$ cat src/rtl/core/rmcf_ram.sv
module rmcf_ram #(
	parameter int WIDTH = 8,
	parameter int DEPTH = 32
) (
	input  logic                     clk,
	input  logic                     we,
	input  logic [$clog2(DEPTH)-1:0] waddr,
	input  logic [WIDTH-1:0]         wdata,
	input  logic [$clog2(DEPTH)-1:0] raddr,
	output logic [WIDTH-1:0]         rdata
);

	logic [WIDTH-1:0] mem [DEPTH];

	// single write port, registered read
	always_ff @(posedge clk) begin
		if (we) begin
			mem[waddr] <= wdata;
		end
		rdata <= mem[raddr];
	end

endmodule

$ cat config.mk
export PLATFORM = sky130hd
export DESIGN_NAME = rmcf_ram
export DESIGN_NICKNAME = d
export VERILOG_FILES = /design/src/rtl/core/rmcf_ram.sv
export SDC_FILE = /design/constraint.sdc
export NUM_CORES = 1
export LEC_CHECK = 0
export ABC_AREA = 1
export BUFFER_PORTS_ARGS = -buffer_cell sky130_fd_sc_hd__buf_2
export CORE_MARGIN = 2
export CORE_UTILIZATION = 65
export DETAILED_ROUTE_END_ITERATION = 6
export PLACE_DENSITY = 0.82
export SKIP_CTS_REPAIR_TIMING = 1
export SLEW_MARGIN = 20
export SYNTH_ARGS = -nofsm -noshare
export SYNTH_HDL_FRONTEND = slang
export SYNTH_SLANG_ARGS = --single-unit
$ cat constraint.sdc
create_clock -name clk -period 2.4 [get_ports clk]
set_clock_uncertainty 0.15 [all_clocks]
set_input_delay 0.24 -clock clk [delete_from_list [all_inputs] [get_ports clk]]
set_output_delay 0.24 -clock clk [all_outputs]
set_load 0.005 [all_outputs]
* Word-level counts from Yosys, hierarchy flattened *
Memories as Yosys holds them, arrays and structs flattened. A register that Yosys moved wholly into a read port is not among the register bits.
Index checks and enable logic that the tools add are counted.

cells by class
  multiplexer cells = 2

operator list
  kind               count
  1-bit two-way mux  2

storage, ports and cells
  register bits after elaboration = 0
  bits in writable memories = 256
  input port bits = 20
  output and inout bits = 8
  memories = 1

memory list
  memory  depth  bits a word  read ports  clocked after memory_dff  wr ports  RTL line  text
  mem     32     8            1           1                         1         13        logic [WIDTH-1:0] mem [DEPTH];

* Longest topological paths before layout *
Gate-level depths: netlist of run 1.

  word-level depth = 2
  gate-level depth with buffers = 11
  gate-level depth less buffers = 9

* Worst setup path after synthesis of run 1 *
Ideal clock, no wire load.

  kind = input to register
  start point = in waddr[0]
  end point = mem mem[0][0], enable pin
  library setup time = 0.370 ns
  data arrival time = 0.904 ns
  data required time = 1.880 ns
  path slack = 0.976 ns
  cell stages on the path = 3
  cell sequence = inv_1 > nand3_1 > nor2_1

RTL lines
  what                RTL line  text
  start: declaration  7         input logic [$clog2(DEPTH)-1:0] waddr,
  end: declaration    13

No word-level cell before the write port.

* Worst setup path after layout of run 1 *
  start point = reg rdata[4] (read register of mem)
  end point = out rdata[4]

RTL lines
  what                RTL line  text
  start: declaration  10        output logic [WIDTH-1:0] rdata

No word-level cell between the ends.

==> flow_summary.toml, run 1 <==
[pwr]
switching_share_pct = 21.5
static-leakage-power_nw = 4.50
p_comb_share_pct = 6.2
p_per_area_mw_per_mm2 = 818
power_frac_seq_pct = 52.7
power.share.clock_pct = 41.1
p_int_mw = 7.67
power_mw = 9.78
power.switching_mw = 2.11
ir_drop_uv = 738

[global_routing]
grt_pass1_vias = 7353
grt-ovfl-total = 0
grt_usage_pct = 30.3
grt_max_degree = 129
antenna_found_initial = 1
grt_first_pass_wirelength_um = 40200

[placed_design]
dp_hpwl_um = 14600
gp_congestion = 0.844
portBuffers = 27

[die]
die_area_mm2 = 0.0176
start_util_pct = 65.7
rows = 47
ios = 28
die_y_um = 133
die_w_um = 133
core_mm2 = 0.0164

[synth]
ys_ff_latch = 264
yosys_warnings = 0
avgSynthCellArea_um2 = 11.7
netlist_instances = 922
ys_seq_area_share_pct = 72.8
synth_area_mm2 = 0.0108
mappedNetlistNets = 942
yosysUniqueCellTypes = 12

[route]
drc = 8
drt-initial-drc-count = 1060
num_vias = 7305
drt-total-wl_um = 25600
drt_first_pass_iters = 7
viasPerCell = 6.10
wl_per_cell_um = 21.4
ant_nets = 0

[cells_and_area]
drive_gt1_share_pct = 10.3
nets = 979
seqCellArea_mm2 = 0.00785
fillCellCount = 1070
synthToLayoutAreaGrowth_pct = 10.9
multi_input_area_mm2 = 0.00249
fin_util_pct = 72.9
antenna_cells = 0

[timing]
finalSetupViolCount = 0
drv_slew = 0
final-hold-violation-count = 0
max_slew_margin_pct = 48.0
rsz0062_at_grt = "no"
max_freq_mhz = 660
worst_pin_slew_ps = 777
post-route-min-period_ps = 1520
finalSetupTns_ps = 0
min_period_over_period_pct = 63.2

[cts]
insertion_delay_ps = 540
h-tree-depth = 1
cts_buffers = 25
cts_tree = "yes"
clk_pin_slew_ps = 70
clock_sinks = 264
clockBufferDepth = 3
cts_root_buffer = "clkbuf_16"

[critical_path]
cp-start-kind = "flip-flop"
cp.required_ps = 2010
cp_cell_sequence = "buf_2"
crit_fanout = 1
worstSetupEndpointType = "output port"
path_buf_inv = 1
crit_arrival_ps = 1130
cp_slowest_cell = "dfxtp_1"
cp_top_family = "flip-flops"
max_stage_delay_ps = 430
path_class = "flip-flop to output port"

[run_status]
violations = "DRC"
status = "finished, violations left"

[hold_path]
hold_path.class = "primary input to flip-flop"

[run]
maxCapViolCount = 0
[area by class of cell]
type	instances	share of cell area [%]
sequential	264	65.6
timing repair buffer	62	3.79
tap	220	2.30
clock inverter	6	0.785
inverter	10	0.324
clock buffer	39	6.34
multi-input combinational	596	20.8
[cell families after synthesis]
logic type / Yosys count / synth area share, %
flops: 264 / 72.8
buf+inv: 62 / 4.14
simple gates: 596 / 23.1
[state kept, by name, summed over array words and instances, names as in the netlist]
name / flops
rdata: 8
mem: 256
[layout by cell type (no fill, tap or decap), types with 2 or more instances in the layout]
cell type and n:
clkbuf_16 25, edfxtp_1 256, clkbuf_1 6, dfxtp_1 8
clkinv_2 3, nand2_1 360, buf_12 4, buf_2 26
buf_4 31, nand3_1 204, bufinv_16 2, nor2_1 32
inv_1 8, clkbuf_8 8
[metrics by stage]
step | setup WS [ps] | cells | hold WS (ps) | cell area [um2]
floorplan | 976 | 922 | 189 | 10800
global placement | 398 | 1151 | 451 | 11100
detailed placement | 399 | 1151 | 458 | 11100
CTS | 910 | 1196 | -105 | 11900
global route | 883 | 1197 | 133 | 12000
finish | 884 | 1197 | 94.7 | 12000
[path summary, 6_finish.rpt]
check / startpoint / endpoint / slack [ps] / cells past startpoint
setup / recovery: rdata[4] / rdata[4] / 880 / 1
hold / removal: raddr[3] / rdata[0] / 90 / 5
setup reg to reg: mem[17][4] / rdata[4] / 990 / 8
hold reg to reg: mem[14][0] / rdata[0] / 630 / 8
[synth_stat cells]
cell	n	area (um2)
nand2_1	360	1350
edfxtp_1	256	7690
nand3_1	204	1020
nor2_1	32	120
buf_6	24	270
buf_2	15	75.1
dfxtp_1	8	160
inv_1	8	30.0
clkbuf_1	7	26.3
buf_4	4	30.0
buf_1	2	7.51
inv_2	2	7.51
[layer usage]
| layer | vias to the layer above | GRT usage [%] | part of all wire (%) |
|---|---|---|---|
| met3 | 88 | 4.64 | 10 |
| met2 | 488 | 47.9 | 48 |
| li1 | 3267 | - | - |
| met5 | - | 0 | 0 |
| met1 | 3462 | 42.6 | 38 |
| met4 | 0 | 13.3 | 3.6 |
[power by group through the flow]
| stage | clock (mW) | combinational (mW) | sequential, mW |
|---|---|---|---|
| 3_3_place_gp | 0 | 0.571 | 5.25 |
| 5_1_grt | 4.21 | 0.667 | 5.15 |
| 2_1_floorplan | 0 | 0.369 | 5.24 |
| 6_report | 4.02 | 0.608 | 5.15 |
| 3_5_place_dp | 0 | 0.592 | 5.25 |
| 4_1_cts | 4.04 | 0.597 | 5.15 |
Power figures use the tool's default switching activity.
==> run 2: changes to the inputs <==
--- a/config.mk
+++ b/config.mk
@@ -8,9 +8,9 @@
 export ABC_AREA = 1
 export BUFFER_PORTS_ARGS = -buffer_cell sky130_fd_sc_hd__buf_2
 export CORE_MARGIN = 2
-export CORE_UTILIZATION = 65
+export CORE_UTILIZATION = 56
 export DETAILED_ROUTE_END_ITERATION = 6
-export PLACE_DENSITY = 0.82
+export PLACE_DENSITY = 0.76
 export SKIP_CTS_REPAIR_TIMING = 1
 export SLEW_MARGIN = 20
 export SYNTH_ARGS = -nofsm -noshare
==> constraint.sdc (replaced) <==
create_clock -name clk -period 1.3 [get_ports clk]
set_clock_uncertainty 0.15 [all_clocks]
set_input_delay 0.13 -clock clk [delete_from_list [all_inputs] [get_ports clk]]
set_output_delay 0.13 -clock clk [all_outputs]
set_load 0.005 [all_outputs]
==> flow_summary.toml, run 2 (synthesis gave the netlist of run 1 again) <==
[cells_and_area]
multi_input_area_mm2 = 0.00256
final_common_cell = "nand2_1"
antenna_cells = 0
regMostFlops = "mem"
largest_reg_flops = 256
fillCellCount = 1355
synthToLayoutAreaGrowth_pct = 15.9
drive_gt1_share_pct = 15.3
final_cell_mix = "353 x nand2_1, 256 x edfxtp_1, 193 x nand3_1, 53 x buf_4, 32 x nor2_1"
seqCellArea_mm2 = 0.00785
nets = 1014
reg_top3 = "mem: 256 flops, rdata: 8 flops"

[timing]
finalSetupViolCount = 0
post-route-min-period_ps = 1260
rsz0062_at_grt = "yes"
worst_pin_slew_ps = 752
max_freq_mhz = 791
max_slew_margin_pct = 49.9
whs_ps = 16.5
drv_slew = 0
final-hold-violation-count = 0
min_period_over_period_pct = 97.3

[die]
rows = 50
core_mm2 = 0.0188
start_util_pct = 57.3
die_y_um = 143
die_w_um = 143
die_area_mm2 = 0.0204
ios = 28

[critical_path]
cp_slowest_cell = "dfxtp_2"
cp.required_ps = 1020
reg2reg_to = "rdata[2]"
cp_cell_sequence = "buf_2"
worstSetupEndpointType = "output port"
crit_fanout = 1
max_stage_delay_ps = 350
cp_top_family = "flip-flops"
path_class = "flip-flop to output port"
path_buf_inv = 1
r2r_slack_ps = 50
crit_arrival_ps = 980
cp-start-kind = "flip-flop"
reg2reg_depth = 8
r2r-start = "mem[24][2]"

[cts]
h-tree-depth = 1
cts_tree = "yes"
cts_buffers = 26
clockBufferDepth = 3
clock_sinks = 264
insertion_delay_ps = 520
cts_root_buffer = "clkbuf_16"
clk_pin_slew_ps = 60

[route]
drt-total-wl_um = 24500
drc = 0
ant_nets = 0
wl_per_cell_um = 19.2
num_vias = 7133
viasPerCell = 5.60
drt_first_pass_iters = 5
drt-initial-drc-count = 770

[run_status]
status = "finished, final reports clean"

[pwr]
static-leakage-power_nw = 4.74
power_mw = 18.2
ir_drop_uv = 1200
p_per_area_mw_per_mm2 = 1460

[placed_design]
gp_congestion = 0.938
portBuffers = 27
dp_hpwl_um = 14800

[global_routing]
grt_max_degree = 44
antenna_found_initial = 0
grt_pass1_vias = 6827
grt-ovfl-total = 0
grt_usage_pct = 24.5
grt_first_pass_wirelength_um = 37700

[hold_path]
holdPathStages = 1
hold_start = "wdata[0]"
min_to = "mem[26][0]"
hold_path.class = "primary input to flip-flop"

[run]
maxCapViolCount = 0
run 2: cell count changes in the layout (fill, tap and decap cells not counted), sizes merged:
cell / previous run / this run
clkbuf: 39 / 38
bufinv: 2 / 3
buf: 61 / 94
dlygate4sd3: 1 / 2
clkinv: 4 / 7
run 2: metrics by stage:
stage / std cells / setup TNS, ps / worst slack (ps) / cell area, um2 / util (%)
global placement: 1224 / -4310 / -215 / 11500 / 61.2
finish: 1274 / 0 / 35.2 / 12500 / 66.4
floorplan: 922 / -1290 / -14.0 / 10800 / -
detailed placement: 1224 / -11830 / -234 / 11500 / 61.2
global route: 1274 / -7.19 / -6.22 / 12500 / 66.4
CTS: 1272 / -66.3 / -52.5 / 12400 / 65.8
run 2: worst reg2reg max path, cell delays in order, from the launching register on:
cell	delay, ps
edfxtp_1	410
nand2_1	100
nand3_1	90
nand3_1	110
nand2_1	60
nand2_1	60
nand2_1	50
nand2_1	50
nand2_1	60
run 2: how the worst max path moves through the flow:
stage | start | endpoint | cells past startpoint
global placement | raddr[0] | rdata[4] | 11
global route | mem[1][0] | rdata[0] | 8
finish | rdata[7] | rdata[7] | 1
detailed placement | raddr[0] | rdata[4] | 11
floorplan | waddr[0] | mem[0][0] | 3
CTS | rdata[4] | rdata[4] | 1
run 2: report_power, final:
group / internal (mW) / leakage (nW) / switching (mW) / total [mW]
sequential: 9.46 / 2.37 / 0.0454 / 9.51
clock: 4.53 / 0.421 / 2.97 / 7.50
combinational: 0.401 / 1.95 / 0.830 / 1.23
run 2: area by class of cell:
type	count	area share (%)
timing repair buffer	96	6.79
tap	260	2.60
clock buffer	38	5.90
sequential	264	62.8
clock inverter	10	1.03
inverter	10	0.310
multi-input combinational	596	20.5
run 2: routing by layer:
| metal | track usage, % | part of all wire [%] |
|---|---|---|
| met5 | 0 | 0 |
| met4 | 6.25 | 2.3 |
| met3 | 4.46 | 8.2 |
| met2 | 40.2 | 48 |
| met1 | 34.6 | 42 |
==> run 3: changes to the inputs <==
--- a/config.mk
+++ b/config.mk
@@ -8,9 +8,10 @@
 export ABC_AREA = 1
 export BUFFER_PORTS_ARGS = -buffer_cell sky130_fd_sc_hd__buf_2
 export CORE_MARGIN = 2
-export CORE_UTILIZATION = 56
+export CORE_UTILIZATION = 62
+export CTS_CLUSTER_SIZE = 12
 export DETAILED_ROUTE_END_ITERATION = 6
-export PLACE_DENSITY = 0.76
+export PLACE_DENSITY = 0.79
 export SKIP_CTS_REPAIR_TIMING = 1
 export SLEW_MARGIN = 20
 export SYNTH_ARGS = -nofsm -noshare
==> constraint.sdc (replaced) <==
create_clock -name clk -period 1.2 [get_ports clk]
set_clock_uncertainty 0.15 [all_clocks]
set_input_delay 0.12 -clock clk [delete_from_list [all_inputs] [get_ports clk]]
set_output_delay 0.12 -clock clk [all_outputs]
set_load 0.005 [all_outputs]
==> flow_summary.toml, run 3 (synthesis gave the netlist of run 1 again) <==
[critical_path]
max_stage_delay_ps = 390
cp_top_family = "simple AND/OR/NAND/NOR gates"
timing.critical_path.mode_cell = "nand2_1"
crit_arrival_ps = 1600
cp_cell_sequence = "nand2_1, nand3_1, nand3_1, nand2_1, nand2_1, nand2_1, nand2_1, nand2_1"
r2r_slack_ps = -150
path_class = "flip-flop to flip-flop"
cp.required_ps = 1450
cp_slowest_cell = "edfxtp_1"
worstSetupEndpointType = "flip-flop"
crit_fanout = 1
path_buf_inv = 0
cp-start-kind = "flip-flop"

[cts]
clockBufferDepth = 3
insertion_delay_ps = 520
cts_root_buffer = "clkbuf_16"
cts_tree = "yes"
h-tree-depth = 1
cts_buffers = 27
clock_sinks = 264
clk_pin_slew_ps = 60

[global_routing]
grt_first_pass_wirelength_um = 38500
grt_usage_pct = 27.9
grt_max_degree = 45
antenna_found_initial = 1
grt_pass1_vias = 7125
grt-ovfl-total = 0

[cells_and_area]
synthToLayoutAreaGrowth_pct = 15.2
final_cell_mix = "347 x nand2_1, 256 x edfxtp_1, 192 x nand3_1, 58 x buf_4, 30 x nor2_1"
final_common_cell = "nand2_1"
regMostFlops = "mem"
reg_top3 = "mem: 256 flops, rdata: 8 flops"
largest_reg_flops = 256
antenna_cells = 0
final_cells = 1240
drive_gt1_share_pct = 16.2
nets = 1016

[die]
die_w_um = 136
start_util_pct = 62.8
die_y_um = 136
rows = 48
core_mm2 = 0.0172
die_area_mm2 = 0.0185
ios = 28

[pwr]
power_mw = 19.4
ir_drop_uv = 1630
p_per_area_mw_per_mm2 = 1560
static-leakage-power_nw = 4.72

[placed_design]
gp_congestion = 0.876
portBuffers = 27
dp_hpwl_um = 15000
dp_cells = 1192

[route]
drt-initial-drc-count = 928
drt_first_pass_iters = 5
ant_nets = 0
drt-total-wl_um = 25000
wl_per_cell_um = 20.2
viasPerCell = 5.88
num_vias = 7288
drc = 0

[timing]
finalSetupViolCount = 13
min_period_over_period_pct = 113
post-route-min-period_ps = 1350
max_slew_margin_pct = 53.2
drv_slew = 0
final-hold-violation-count = 8
fin_ws_ps = -154
rsz0062_at_grt = "yes"
whs_ps = -200
max_freq_mhz = 738
worst_pin_slew_ps = 702

[run]
maxCapViolCount = 0

[run_status]
status = "finished, violations left"
violations = "hold timing, setup timing"

[hold_path]
hold_path.class = "primary input to flip-flop"
[run 3: final cells by class]
cell class	instances	area (um2)
Clock buffer	45	773
Clock inverter	3	43.8
Fill cell	1150	4750
Inverter	10	38.8
Multi-Input combinational cell	596	2590
Sequential cell	264	7860
Tap cell	225	282
Timing Repair Buffer	97	845
[run 3: worst paths after layout]
kind	endpoint	depth (start not counted)	start
setup reg to reg	rdata[5]	8	mem[12][5]
hold reg to reg	rdata[7]	8	mem[24][7]
setup / recovery	rdata[5]	8	mem[12][5]
hold / removal	rdata[1]	3	raddr[4]
[run 3: power by group]
group          switching, mW  leakage (nW)  internal, mW
clock network           3.15         0.394          4.57
logic                  0.921          1.95         0.440
registers             0.0477          2.37          10.3
[run 3: per-layer routing]
| layer | track usage [%] | vias to the layer above | part of all wire (%) | wire length [um] |
|---|---|---|---|---|
| met5 | 0 | - | 0.028 | 7 |
| met4 | 7.99 | 2 | 2.4 | 606 |
| met3 | 4.14 | 57 | 8.0 | 2020 |
| met2 | 48.5 | 360 | 51 | 12700 |
| met1 | 37.1 | 3527 | 39 | 9710 |
| li1 | - | 3342 | - | - |
[run 3: worst min-delay path, cell delays in order]
cell	delay, ps
buf_2	180
nand2_1	90
nand2_1	40
[run 3: metrics by stage]
stage | instance area, um2 | utilization [%] | setup WS, ps | setup TNS, ps
after floorplan | 10800 | - | -104 | -23010
after global placement | 11500 | 66.9 | -297 | -28970
after detailed placement | 11500 | 66.9 | -318 | -34520
after global routing | 12400 | 72.4 | -161 | -1490
after CTS | 12300 | 71.7 | -136 | -1170
final | 12400 | 72.4 | -154 | -871
